File: src/design/lbwd_pkg.sv
// ----------------------------------------------------------------------------
// lbwd_pkg
// Shared types, constants and elaboration-time helpers of the log-spaced
// windowed DFT block.
// ----------------------------------------------------------------------------
package lbwd_pkg;

    localparam int SAMPLE_W   = 16;
    localparam int BIN_OUT_W  = 6;
    localparam int MAG_W      = 8;
    localparam int CFG_ADDR_W = 2;
    localparam int CFG_DATA_W = 17;
    localparam int RATE_W     = 17;
    localparam int GAIN_W     = 16;

    localparam logic [CFG_ADDR_W-1:0] CFG_RATE = 2'd0;
    localparam logic [CFG_ADDR_W-1:0] CFG_GAIN = 2'd1;

    localparam logic [RATE_W-1:0] RATE_RESET   = 17'd44100;
    localparam logic [RATE_W-1:0] RATE_DEFAULT = 17'd44100;
    localparam logic [GAIN_W-1:0] GAIN_RESET   = 16'd5000;

    // phase offset of a quarter turn: cos(p) = sin(p + quarter)
    localparam logic [31:0] PH_QUARTER = 32'h4000_0000;

    // sine polynomial, Q28
    localparam logic [28:0] SIN_C1 = 29'd421657428;
    localparam logic [27:0] SIN_C3 = 28'd173399668;
    localparam logic [24:0] SIN_C5 = 25'd21392326;
    localparam logic [20:0] SIN_C7 = 21'd1256749;
    localparam int          SIN_LAT = 5;

    // shared divider
    localparam int DIV_DVD_W = 48;
    localparam int DIV_DVS_W = 17;
    localparam int DIV_CNT_W = 6;

    localparam logic [1:0] DIV_HANN = 2'd0;
    localparam logic [1:0] DIV_STEP = 2'd1;
    localparam logic [1:0] DIV_MAG  = 2'd2;

    typedef struct packed {
        logic       load;
        logic       close;
        logic       bin_clr;
        logic       bin_inc;
        logic       div_start;
        logic [1:0] div_sel;
        logic       bin_init;
        logic       issue;
        logic       absr;
        logic       sq;
        logic       sqrt_start;
        logic       scale;
        logic       out_load;
        logic       out_zero;
    } lbwd_cmd_t;

    typedef struct packed {
        logic short_win;
        logic bin_last;
        logic div_done;
        logic issue_last;
        logic pipe_busy;
        logic sqrt_busy;
        logic out_free;
    } lbwd_sta_t;

    // log2 in Q16 by repeated squaring (elaboration only)
    function automatic logic [63:0] log2_q16(input logic [31:0] x_in);
        logic [31:0] x;
        logic [5:0]  n;
        logic [63:0] m;
        logic [15:0] r;
        x = (x_in == 32'd0) ? 32'd1 : x_in;
        n = 6'd0;
        for (int j = 0; j < 31; j++) begin
            if ((x >> n) > 32'd1) n = n + 6'd1;
        end
        m = 64'(x) << (6'd30 - n);
        r = 16'd0;
        for (int k = 0; k < 16; k++) begin
            m = (m * m) >> 30;
            r = r << 1;
            if (m >= 64'h8000_0000) begin
                m = m >> 1;
                r = r | 16'd1;
            end
        end
        return (64'(n) << 16) | 64'(r);
    endfunction

    // exp2 of a Q16 exponent, Q16 result (elaboration only)
    function automatic logic [63:0] exp2_q16(input longint e_in);
        logic [63:0] ue;
        logic [63:0] k;
        logic [63:0] f;
        logic [63:0] t;
        logic [63:0] mant;
        ue = (e_in < 0) ? 64'd0 : 64'(e_in);
        k  = ue >> 16;
        if (k > 64'd24) k = 64'd24;
        f = (ue & 64'hFFFF) << 14;
        t = 64'd1431680;
        t = 64'd10327388  + ((t * f) >> 30);
        t = 64'd59597083  + ((t * f) >> 30);
        t = 64'd257941248 + ((t * f) >> 30);
        t = 64'd744261118 + ((t * f) >> 30);
        mant = (64'd1 << 30) + ((t * f) >> 30);
        return (mant << k) >> 14;
    endfunction

endpackage

File: src/design/lbwd_ctrl.sv
// ----------------------------------------------------------------------------
// lbwd_ctrl
// Controller: window load, per-bin sequencing and result emission.
// ----------------------------------------------------------------------------
module lbwd_ctrl (
    input  logic                aclk,
    input  logic                aresetn,
    input  logic                s_tvalid,
    input  logic                s_tlast,
    output logic                s_tready,
    input  lbwd_pkg::lbwd_sta_t sta,
    output lbwd_pkg::lbwd_cmd_t cmd
);
    import lbwd_pkg::*;

    localparam logic [3:0] ST_IDLE   = 4'd0;
    localparam logic [3:0] ST_CHECK  = 4'd1;
    localparam logic [3:0] ST_ZERO   = 4'd2;
    localparam logic [3:0] ST_HDIV_W = 4'd3;
    localparam logic [3:0] ST_STEP_S = 4'd4;
    localparam logic [3:0] ST_SDIV_W = 4'd5;
    localparam logic [3:0] ST_RUN    = 4'd6;
    localparam logic [3:0] ST_DRAIN  = 4'd7;
    localparam logic [3:0] ST_SQ     = 4'd8;
    localparam logic [3:0] ST_SQS    = 4'd9;
    localparam logic [3:0] ST_SQW    = 4'd10;
    localparam logic [3:0] ST_SCALE  = 4'd11;
    localparam logic [3:0] ST_MDIV_S = 4'd12;
    localparam logic [3:0] ST_MDIV_W = 4'd13;
    localparam logic [3:0] ST_EMIT   = 4'd14;

    logic [3:0] state_reg, state_next;

    always_ff @(posedge aclk) begin
        if (!aresetn) begin
            state_reg <= ST_IDLE;
        end else begin
            state_reg <= state_next;
        end
    end

    always_comb begin
        cmd        = '0;
        s_tready   = 1'b0;
        state_next = state_reg;
        case (state_reg)
            ST_IDLE: begin
                s_tready = 1'b1;
                if (s_tvalid) begin
                    cmd.load = 1'b1;
                    if (s_tlast) begin
                        cmd.close  = 1'b1;
                        state_next = ST_CHECK;
                    end
                end
            end
            ST_CHECK: begin
                cmd.bin_clr = 1'b1;
                if (sta.short_win) begin
                    state_next = ST_ZERO;
                end else begin
                    cmd.div_start = 1'b1;
                    cmd.div_sel   = DIV_HANN;
                    state_next    = ST_HDIV_W;
                end
            end
            ST_ZERO: begin
                if (sta.out_free) begin
                    cmd.out_load = 1'b1;
                    cmd.out_zero = 1'b1;
                    if (sta.bin_last) begin
                        state_next = ST_IDLE;
                    end else begin
                        cmd.bin_inc = 1'b1;
                    end
                end
            end
            ST_HDIV_W: begin
                if (sta.div_done) state_next = ST_STEP_S;
            end
            ST_STEP_S: begin
                cmd.div_start = 1'b1;
                cmd.div_sel   = DIV_STEP;
                state_next    = ST_SDIV_W;
            end
            ST_SDIV_W: begin
                if (sta.div_done) begin
                    cmd.bin_init = 1'b1;
                    state_next   = ST_RUN;
                end
            end
            ST_RUN: begin
                cmd.issue = 1'b1;
                if (sta.issue_last) state_next = ST_DRAIN;
            end
            ST_DRAIN: begin
                if (!sta.pipe_busy) begin
                    cmd.absr   = 1'b1;
                    state_next = ST_SQ;
                end
            end
            ST_SQ: begin
                cmd.sq     = 1'b1;
                state_next = ST_SQS;
            end
            ST_SQS: begin
                cmd.sqrt_start = 1'b1;
                state_next     = ST_SQW;
            end
            ST_SQW: begin
                if (!sta.sqrt_busy) state_next = ST_SCALE;
            end
            ST_SCALE: begin
                cmd.scale  = 1'b1;
                state_next = ST_MDIV_S;
            end
            ST_MDIV_S: begin
                cmd.div_start = 1'b1;
                cmd.div_sel   = DIV_MAG;
                state_next    = ST_MDIV_W;
            end
            ST_MDIV_W: begin
                if (sta.div_done) state_next = ST_EMIT;
            end
            ST_EMIT: begin
                if (sta.out_free) begin
                    cmd.out_load = 1'b1;
                    if (sta.bin_last) begin
                        state_next = ST_IDLE;
                    end else begin
                        cmd.bin_inc = 1'b1;
                        state_next  = ST_STEP_S;
                    end
                end
            end
            default: state_next = ST_IDLE;
        endcase
    end
endmodule

File: config.mk
export PLATFORM = sky130hd
export DESIGN_NAME = lbwd_ctrl
export DESIGN_NICKNAME = d
export VERILOG_FILES = /design/src/design/lbwd_pkg.sv /design/src/design/lbwd_ctrl.sv
export SDC_FILE = /design/constraint.sdc
export NUM_CORES = 1
export LEC_CHECK = 0
export BUFFER_PORTS_ARGS = -buffer_cell sky130_fd_sc_hd__buf_2
export CORE_AREA = 2 2 39 41
export DETAILED_ROUTE_END_ITERATION = 7
export DIE_AREA = 0 0 41 43
export PLACE_DENSITY = 0.8
export SYNTH_ARGS = -nofsm -noshare
export SYNTH_HDL_FRONTEND = slang
export SYNTH_SLANG_ARGS = --single-unit
File: constraint.sdc
create_clock -name aclk -period 4.7 [get_ports aclk]
set_input_delay 1.41 -clock aclk [delete_from_list [all_inputs] [get_ports aclk]]
set_output_delay 1.41 -clock aclk [all_outputs]
set_load 0.05 [all_outputs]
# Word-level counts from Yosys, hierarchy flattened
# Cells that the tools add are included.
# op_classes
n_eq_ne	25
reduce_logical	3
mux	36
# ops
op	count
4-bit case mux with 15 select lines	1
4-bit two-way mux	11
4-bit == test, second input constant	7
2-bit != test, second input constant	11
1-bit two-way mux	17
4-bit by 3-bit == test with 1-bit output, second input constant	4
11-bit AND reduction	1
3-bit case mux with 3 select lines	1
4-bit by 2-bit == test with 1-bit output, second input constant	2
2-bit two-way mux	3
3-bit two-way mux	2
4-bit by 1-bit == test with 1-bit output, second input constant	1
4-bit zero test	1
1-bit case mux with 2 select lines	1
2-bit OR reduction	1
# totals
inputBits	11
register_bits	4
out_inout_bits	16
elab_cells	65

# Logic depth before layout (Yosys ltp)
# Gate-level depths: netlist (run 1).
# depth
word_depth	3
mapped_depth	6
depth_no_buf	5

# Worst setup path before layout (run 1)
# Ideal clock, no wire load.
# synth_timing
kind	input-to-output
startpoint	input sta[0] in the netlist's numbering
endpoint	output cmd[0] in the netlist's numbering
arrival_ns	2.909
n_path_buf	0
setup_slack_ns	0.381
stages	2
t_required_ns	3.290
path_cell_list	nand2_1 -> nor4_1
# synth_lines
item	line_no	source
start: declaration	lbwd_ctrl.sv:11	input lbwd_pkg::lbwd_sta_t sta,
end: declaration	lbwd_ctrl.sv:12	output lbwd_pkg::lbwd_cmd_t cmd

==> results by group, run 1 <==
Global routing
  – Vias in the first global route: 469
  – Total gr overflow: 0
  – Largest net degree at the start of global routing: 21
  – First-pass GRT wire length: 1970 microns
  – Initial antenna violation count: 0
  – Total GRT Usage: 16.3%

Synthesis
  – Yosys reg bits: 4
  – Post-Syn Area: roughly 500 sq um
  – Synth warn: 0
  – Synth area leaders: dfxtp_1 16%, nor3_1 8.0%, nand2b_1 7.5%
  – Post-synthesis cell count: between 60 and 70
  – Yosys top cell area share: between 10% and 20%
  – Syn Nets: 79
  – Syn Area/Cell: between 7 and 8 sq um
  – Post-synthesis cell type count: 33
  – Top cell type by total area after synthesis: dfxtp_1
  – Post-synthesis sequential area ratio: around 16%

Pwr
  – P_leak: 0.289 nW
  – Pwr per Cell Area: 246 mW/mm^2
  – Max IR drop VDD: about 0.094 mV

Detailed routing
  – DRT Pass-1 Iters: 4
  – Routed Antenna Nets: 0
  – DRT iter0 DRCs: 9
  – Wire length per cell: 12.3 microns
  – Final WL: 1320 microns
  – Routed vias: 596
  – DRC: 0
  – DR vias/cell: 5.57

Finish
  – Synthesis-to-finish area growth: 27.4%
  – Fill cells: around 140
  – Fin nets: 104
  – Post-route cell area: 641 sq um
  – Most frequent cells in the layout: 26 x buf_2, 8 x nor3_1, 7 x a21oi_1
  – Register Area: around 80 sq um
  – Post-Layout Cell Count: 107
  – Largest register FFs: 4
  – Diodes inserted: 0
  – Share of cells above drive strength 1: around 37%
  – Area occupied by multi-input gates: 373 sq um
  – Most common cell after layout, fill and taps aside: buf_2

STA
  – Final Hold Vio Count: 0
  – Clk_skew: 4.41 ps
  – Minimum clock period: 3800 ps
  – Part of the cycle the worst path needs: 80.9%
  – Slew Limit Fails: 0
  – # setup viols final: 0
  – TNS Setup: 0 ps
  – Fmax: 263 MHz
  – Worst Max-Slew Pin Slew: around 700 ps
  – Unrepaired setup endpoints after global routing: no
  – Slew headroom: 53.5%
  – Final WS setup: about 900 ps

Clock network
  – Clock Sinks: 4
  – CTS max path bufs: 2
  – Hold Buf Count CTS: 0
  – Resized Gates After CTS: 0
  – CTS buffer count: 3
  – CTS tree: yes
  – Post-CTS Setup Inserts: 0
  – Reg clk slew, reported paths: about 40 ps
  – Clk_lat worst skew: 240 ps
  – H-tree depth: 1
  – Root buffer cell: clkbuf_4

Floorplanning
  – Starting Density: 36.3%
  – Die height: 43 microns
  – Placement row count: 14
  – Core ar.: 0.00138 sq mm
  – Top-Level Pins: 27
  – Die area: around 0.0018 sq mm
  – Die X: ~41 microns

Worst setup path
  – Setup CP Type: input port to output port
  – Worst reg2reg path depth: 5
  – Crit end category: output port
  – RR Endpoint: state_reg[1]
  – R2r startpoint: state_reg[3]
  – Critical Path End: cmd[10]
  – WP data arrival: 2390 ps
  – Max FO, Critical Path: 2
  – Flop2flop setup slack: roughly 2800 ps
  – Startpoint Class: input port
  – Critical Path RT: around 3300 ps
  – Critical path origin: sta[6]

Placed design
  – Worst slack, placed: 899 ps
  – DP HPWL: 921 microns
  – Post-DP Area: 618 sq um
  – Routability congestion estimate: 0.798
  – Placed cells: 104
  – Buffers added on ports: 26

Outcome
  – Status: completed

Run
  – Max cap viols: 0

Worst hold path
  – HP Class: flop to flop
-- worst max-delay path, stage by stage --
cell and delay, ps:
buf_2 100, or4b_1 460, a21oi_1 140, buf_2 280
-- Yosys cell counts --
| master | instances |
|---|---|
| nand2_1 | 5 |
| nor3_1 | 8 |
| or3b_1 | 1 |
| o311ai_4 | 1 |
| inv_2 | 1 |
| buf_4 | 1 |
| and2_1 | 1 |
| nand4b_1 | 1 |
| o21ai_1 | 2 |
| nor4_2 | 1 |
| a32oi_2 | 1 |
| mux2i_1 | 1 |
| a21oi_1 | 7 |
| o22ai_1 | 1 |
| nor4_1 | 1 |
| or3_1 | 1 |
| o311ai_1 | 1 |
| nor4bb_1 | 1 |
| nor2_1 | 3 |
| and3_1 | 2 |
| and3b_1 | 1 |
| xnor2_1 | 1 |
| nand2b_1 | 6 |
| o21ai_0 | 2 |
| clkbuf_1 | 3 |
| a31oi_4 | 1 |
| buf_6 | 1 |
| inv_1 | 3 |
| nor2b_1 | 2 |
| buf_2 | 1 |
| dfxtp_1 | 4 |
| or4b_1 | 1 |
| and4b_1 | 1 |
-- metrics by stage --
step | hold slack (ps) | util [%] | total power [mW]
3_3_place_gp | 716 | 44.7 | 0.111
3_5_place_dp | 741 | 44.7 | 0.113
6_report | 752 | 46.3 | 0.157
4_1_cts | 746 | 46.3 | 0.158
2_1_floorplan | 598 | - | 0.0965
5_1_grt | 803 | 46.3 | 0.165
-- routing by layer --
| metal | GRT usage (%) | part of all wire [%] | wire length (microns) | vias up |
|---|---|---|---|---|
| met5 | 0 | 0 | 0 | - |
| met4 | 10.0 | 2.3 | 31 | 0 |
| met3 | 3.66 | 7.3 | 97 | 4 |
| met2 | 23.1 | 46 | 605 | 30 |
| met1 | 21.3 | 44 | 586 | 267 |
| li1 | - | - | - | 295 |
-- worst min path at each step --
stage	depth (start not counted)	startpoint	to
2_1_floorplan	3	state_reg[1]	state_reg[3]
3_3_place_gp	2	state_reg[1]	state_reg[1]
5_1_grt	2	state_reg[1]	state_reg[1]
3_5_place_dp	2	state_reg[1]	state_reg[1]
6_report	2	state_reg[1]	state_reg[1]
4_1_cts	2	state_reg[1]	state_reg[1]
-- final cells by class --
cell class                      instances  area share (%)
Clock buffer                            3            3.52
Inverter                                4            2.34
Multi-Input combinational cell         54            58.2
Sequential cell                         4            12.5
Tap cell                               16            3.13
Timing Repair Buffer                   26            20.3
-- cells by family after synthesis --
group           Yosys count  share of synthesized area [%]
compound gates           16                           26.6
simple gates             36                           43.8
buf+inv                  10                           9.95
mux                       1                           1.99
flops                     4                           15.9
xor+xnor                  1                           1.74
-- report_power, final --
part / internal, mW / switching [mW] / total, mW
sequential: 0.0362 / 0.00959 / 0.0458
combinational: 0.0227 / 0.0443 / 0.0670
clock: 0.0287 / 0.0160 / 0.0447
(Power assumes the default switching activity.)
==> run 2, diff against run 1 <==
==> constraint.sdc (replaced) <==
create_clock -name aclk -period 3.63 [get_ports aclk]
set_input_delay 1.089 -clock aclk [delete_from_list [all_inputs] [get_ports aclk]]
set_output_delay 1.089 -clock aclk [all_outputs]
set_load 0.05 [all_outputs]
==> results by group, run 2 (synthesized netlist as in run 1, its figures left out) <==
Finish
  – Post-Layout Cell Count: 107 (unchanged)
  – Largest register FFs: 4 (unchanged)
  – Most common cell after layout, fill and taps aside: buf_2
  – Synthesis-to-finish area growth: 28.6%
  – Fill cells: 138 (+1.5%)
  – Fin nets: 104 (unchanged)
  – Most frequent cells in the layout: 26 x buf_2, 8 x nor3_1, 7 x a21oi_1
  – Share of cells above drive strength 1: 38.5% (+1.1 points)
  – Diodes inserted: 0 (unchanged)
  – Post-route cell area: 647 sq um (+0.98%)

Floorplanning
  – Starting Density: 36.3% (unchanged)
  – Die X: 41 microns (unchanged)
  – Top-Level Pins: 27 (unchanged)
  – Core ar.: 0.00138 sq mm (unchanged)
  – Die height: 43 microns (unchanged)
  – Die area: 0.00176 sq mm (unchanged)
  – Placement row count: 14 (unchanged)

Worst setup path
  – Crit path buf inv count: 2 (unchanged)
  – Crit-path slowest cell: or4b_1
  – R2r startpoint: state_reg[3]
  – CP max stage delay: 460 ps (about the same)
  – Critical Path Stages: 4 (unchanged)
  – Max FO, Critical Path: 2 (unchanged)
  – Critical Path RT: 2540 ps (-750 ps)
  – Setup CP Type: input port to output port
  – Critical Path End: cmd[10]
  – Crit end category: output port
  – Worst reg2reg path depth: 5 (unchanged)
  – RR Endpoint: state_reg[1]
  – Flop2flop setup slack: 1650 ps (-1130 ps)
  – Startpoint Class: input port
  – Critical path origin: sta[6]
  – Crit path max-delay family: simple AND/OR/NAND/NOR gates
  – Most used cell, CP: buf_2
  – WP data arrival: 2070 ps (-320 ps)
  – Crit-path cells: buf_2 -> or4b_1 -> a21oi_1 -> buf_2

Clock network
  – Hold Buf Count CTS: 0 (unchanged)
  – Resized Gates After CTS: 0 (unchanged)
  – Reg clk slew, reported paths: 30 ps (about the same)
  – CTS buffer count: 3 (unchanged)
  – Post-CTS Setup Inserts: 0 (unchanged)
  – CTS tree: yes
  – H-tree depth: 1 (unchanged)
  – Clk_lat worst skew: 240 ps (about the same)
  – Root buffer cell: clkbuf_4
  – Clock Sinks: 4 (unchanged)
  – CTS max path bufs: 2 (unchanged)

Placed design
  – Routability congestion estimate: 0.774 (-3.0%)
  – Worst slack, placed: 467 ps (-432 ps)
  – Placed cells: 104 (unchanged)
  – Buffers added on ports: 26 (unchanged)
  – Post-DP Area: 624 sq um (+1.0%)
  – DP HPWL: 869 microns (-5.6%)

STA
  – Worst Max-Slew Pin Slew: 714 ps (+18.2 ps)
  – Final WS setup: 468 ps (-431 ps)
  – Unrepaired setup endpoints after global routing: no
  – # setup viols final: 0 (unchanged)
  – Clk_skew: 8.03 ps (+3.62 ps)
  – Fmax: 316 MHz
  – Final Hold Vio Count: 0 (unchanged)
  – Minimum clock period: about 3200 ps
  – TNS Setup: 0 ps (unchanged)
  – Slew Limit Fails: 0 (unchanged)
  – Slew headroom: 52.3% (-1.2 points)
  – Part of the cycle the worst path needs: 87.1%

Global routing
  – Vias in the first global route: 438 (-6.6%)
  – First-pass GRT wire length: 1880 microns (-4.6%)
  – Largest net degree at the start of global routing: 21 (unchanged)
  – Total GRT Usage: 15.1% (-1.2 points)
  – Total gr overflow: 0 (unchanged)
  – Initial antenna violation count: 0 (unchanged)

Pwr
  – Max IR drop VDD: 0.152 mV (+61%)
  – P_leak: 0.290 nW (+0.33%)
  – Pwr per Cell Area: 313 mW/mm^2 (+27%)
  – Design Power: 0.202 mW (+28%)

Detailed routing
  – DR vias/cell: 5.36 (-3.9%)
  – Routed vias: 573 (-3.9%)
  – Final WL: 1260 microns (-4.9%)
  – DRT Pass-1 Iters: 4 (unchanged)
  – Routed Antenna Nets: 0 (unchanged)
  – Wire length per cell: 11.7 microns (-4.9%)
  – DRT iter0 DRCs: 5 (-4)
  – DRC: 0 (unchanged)

Worst hold path
  – HP Class: flop to flop

Outcome
  – Status: completed

Run
  – Max cap viols: 0 (unchanged)
-- run 2: cell types whose count changed in the layout (fill, tap and decap cells not counted) --
cell,change
nor4_1,-1
nor4_2,+1
-- run 2: final cells by class --
class                      instances  area, sq um  share of cell area (%)
tap                               16         20.0                    3.09
timing repair buffer              26          130                    20.1
multi-input combinational         54          379                    58.6
inverter                           4         15.0                    2.32
sequential                         4         80.1                    12.4
clock buffer                       3         22.5                    3.48
-- run 2: power breakdown --
group          switching, mW  internal, mW
combinational         0.0569        0.0295
sequential            0.0124        0.0469
clock                 0.0194        0.0371
-- run 2: worst min path at each step --
stage,start,endpoint,slack [ps],depth (start not counted)
floorplan,state_reg[1],state_reg[3],600,3
global placement,state_reg[1],state_reg[1],720,2
detailed placement,state_reg[1],state_reg[1],740,2
CTS,state_reg[1],state_reg[1],740,2
global route,state_reg[1],state_reg[1],790,2
finish,state_reg[1],state_reg[1],750,2
-- run 2: worst min-delay path, cell delays in order (launching register included) --
cell and delay (ps):
dfxtp_1 470, o21ai_0 160, a21oi_1 70
-- run 2: per-layer routing --
| metal | global-route usage [%] | vias to the layer above | routed length (microns) |
|---|---|---|---|
| met5 | 0 | - | 0 |
| met4 | 2.00 | 0 | 0 |
| met3 | 6.28 | 0 | 98 |
| met2 | 20.9 | 21 | 560 |
| met1 | 21.9 | 259 | 596 |
| li1 | - | 293 | - |
-- run 2: through the flow --
| step | hold WS [ps] | utilization (%) |
|---|---|---|
| 2_1_floorplan | 598 | - |
| 3_3_place_gp | 716 | 45.1 |
| 3_5_place_dp | 736 | 45.1 |
| 4_1_cts | 744 | 46.7 |
| 5_1_grt | 789 | 46.7 |
| 6_report | 746 | 46.7 |
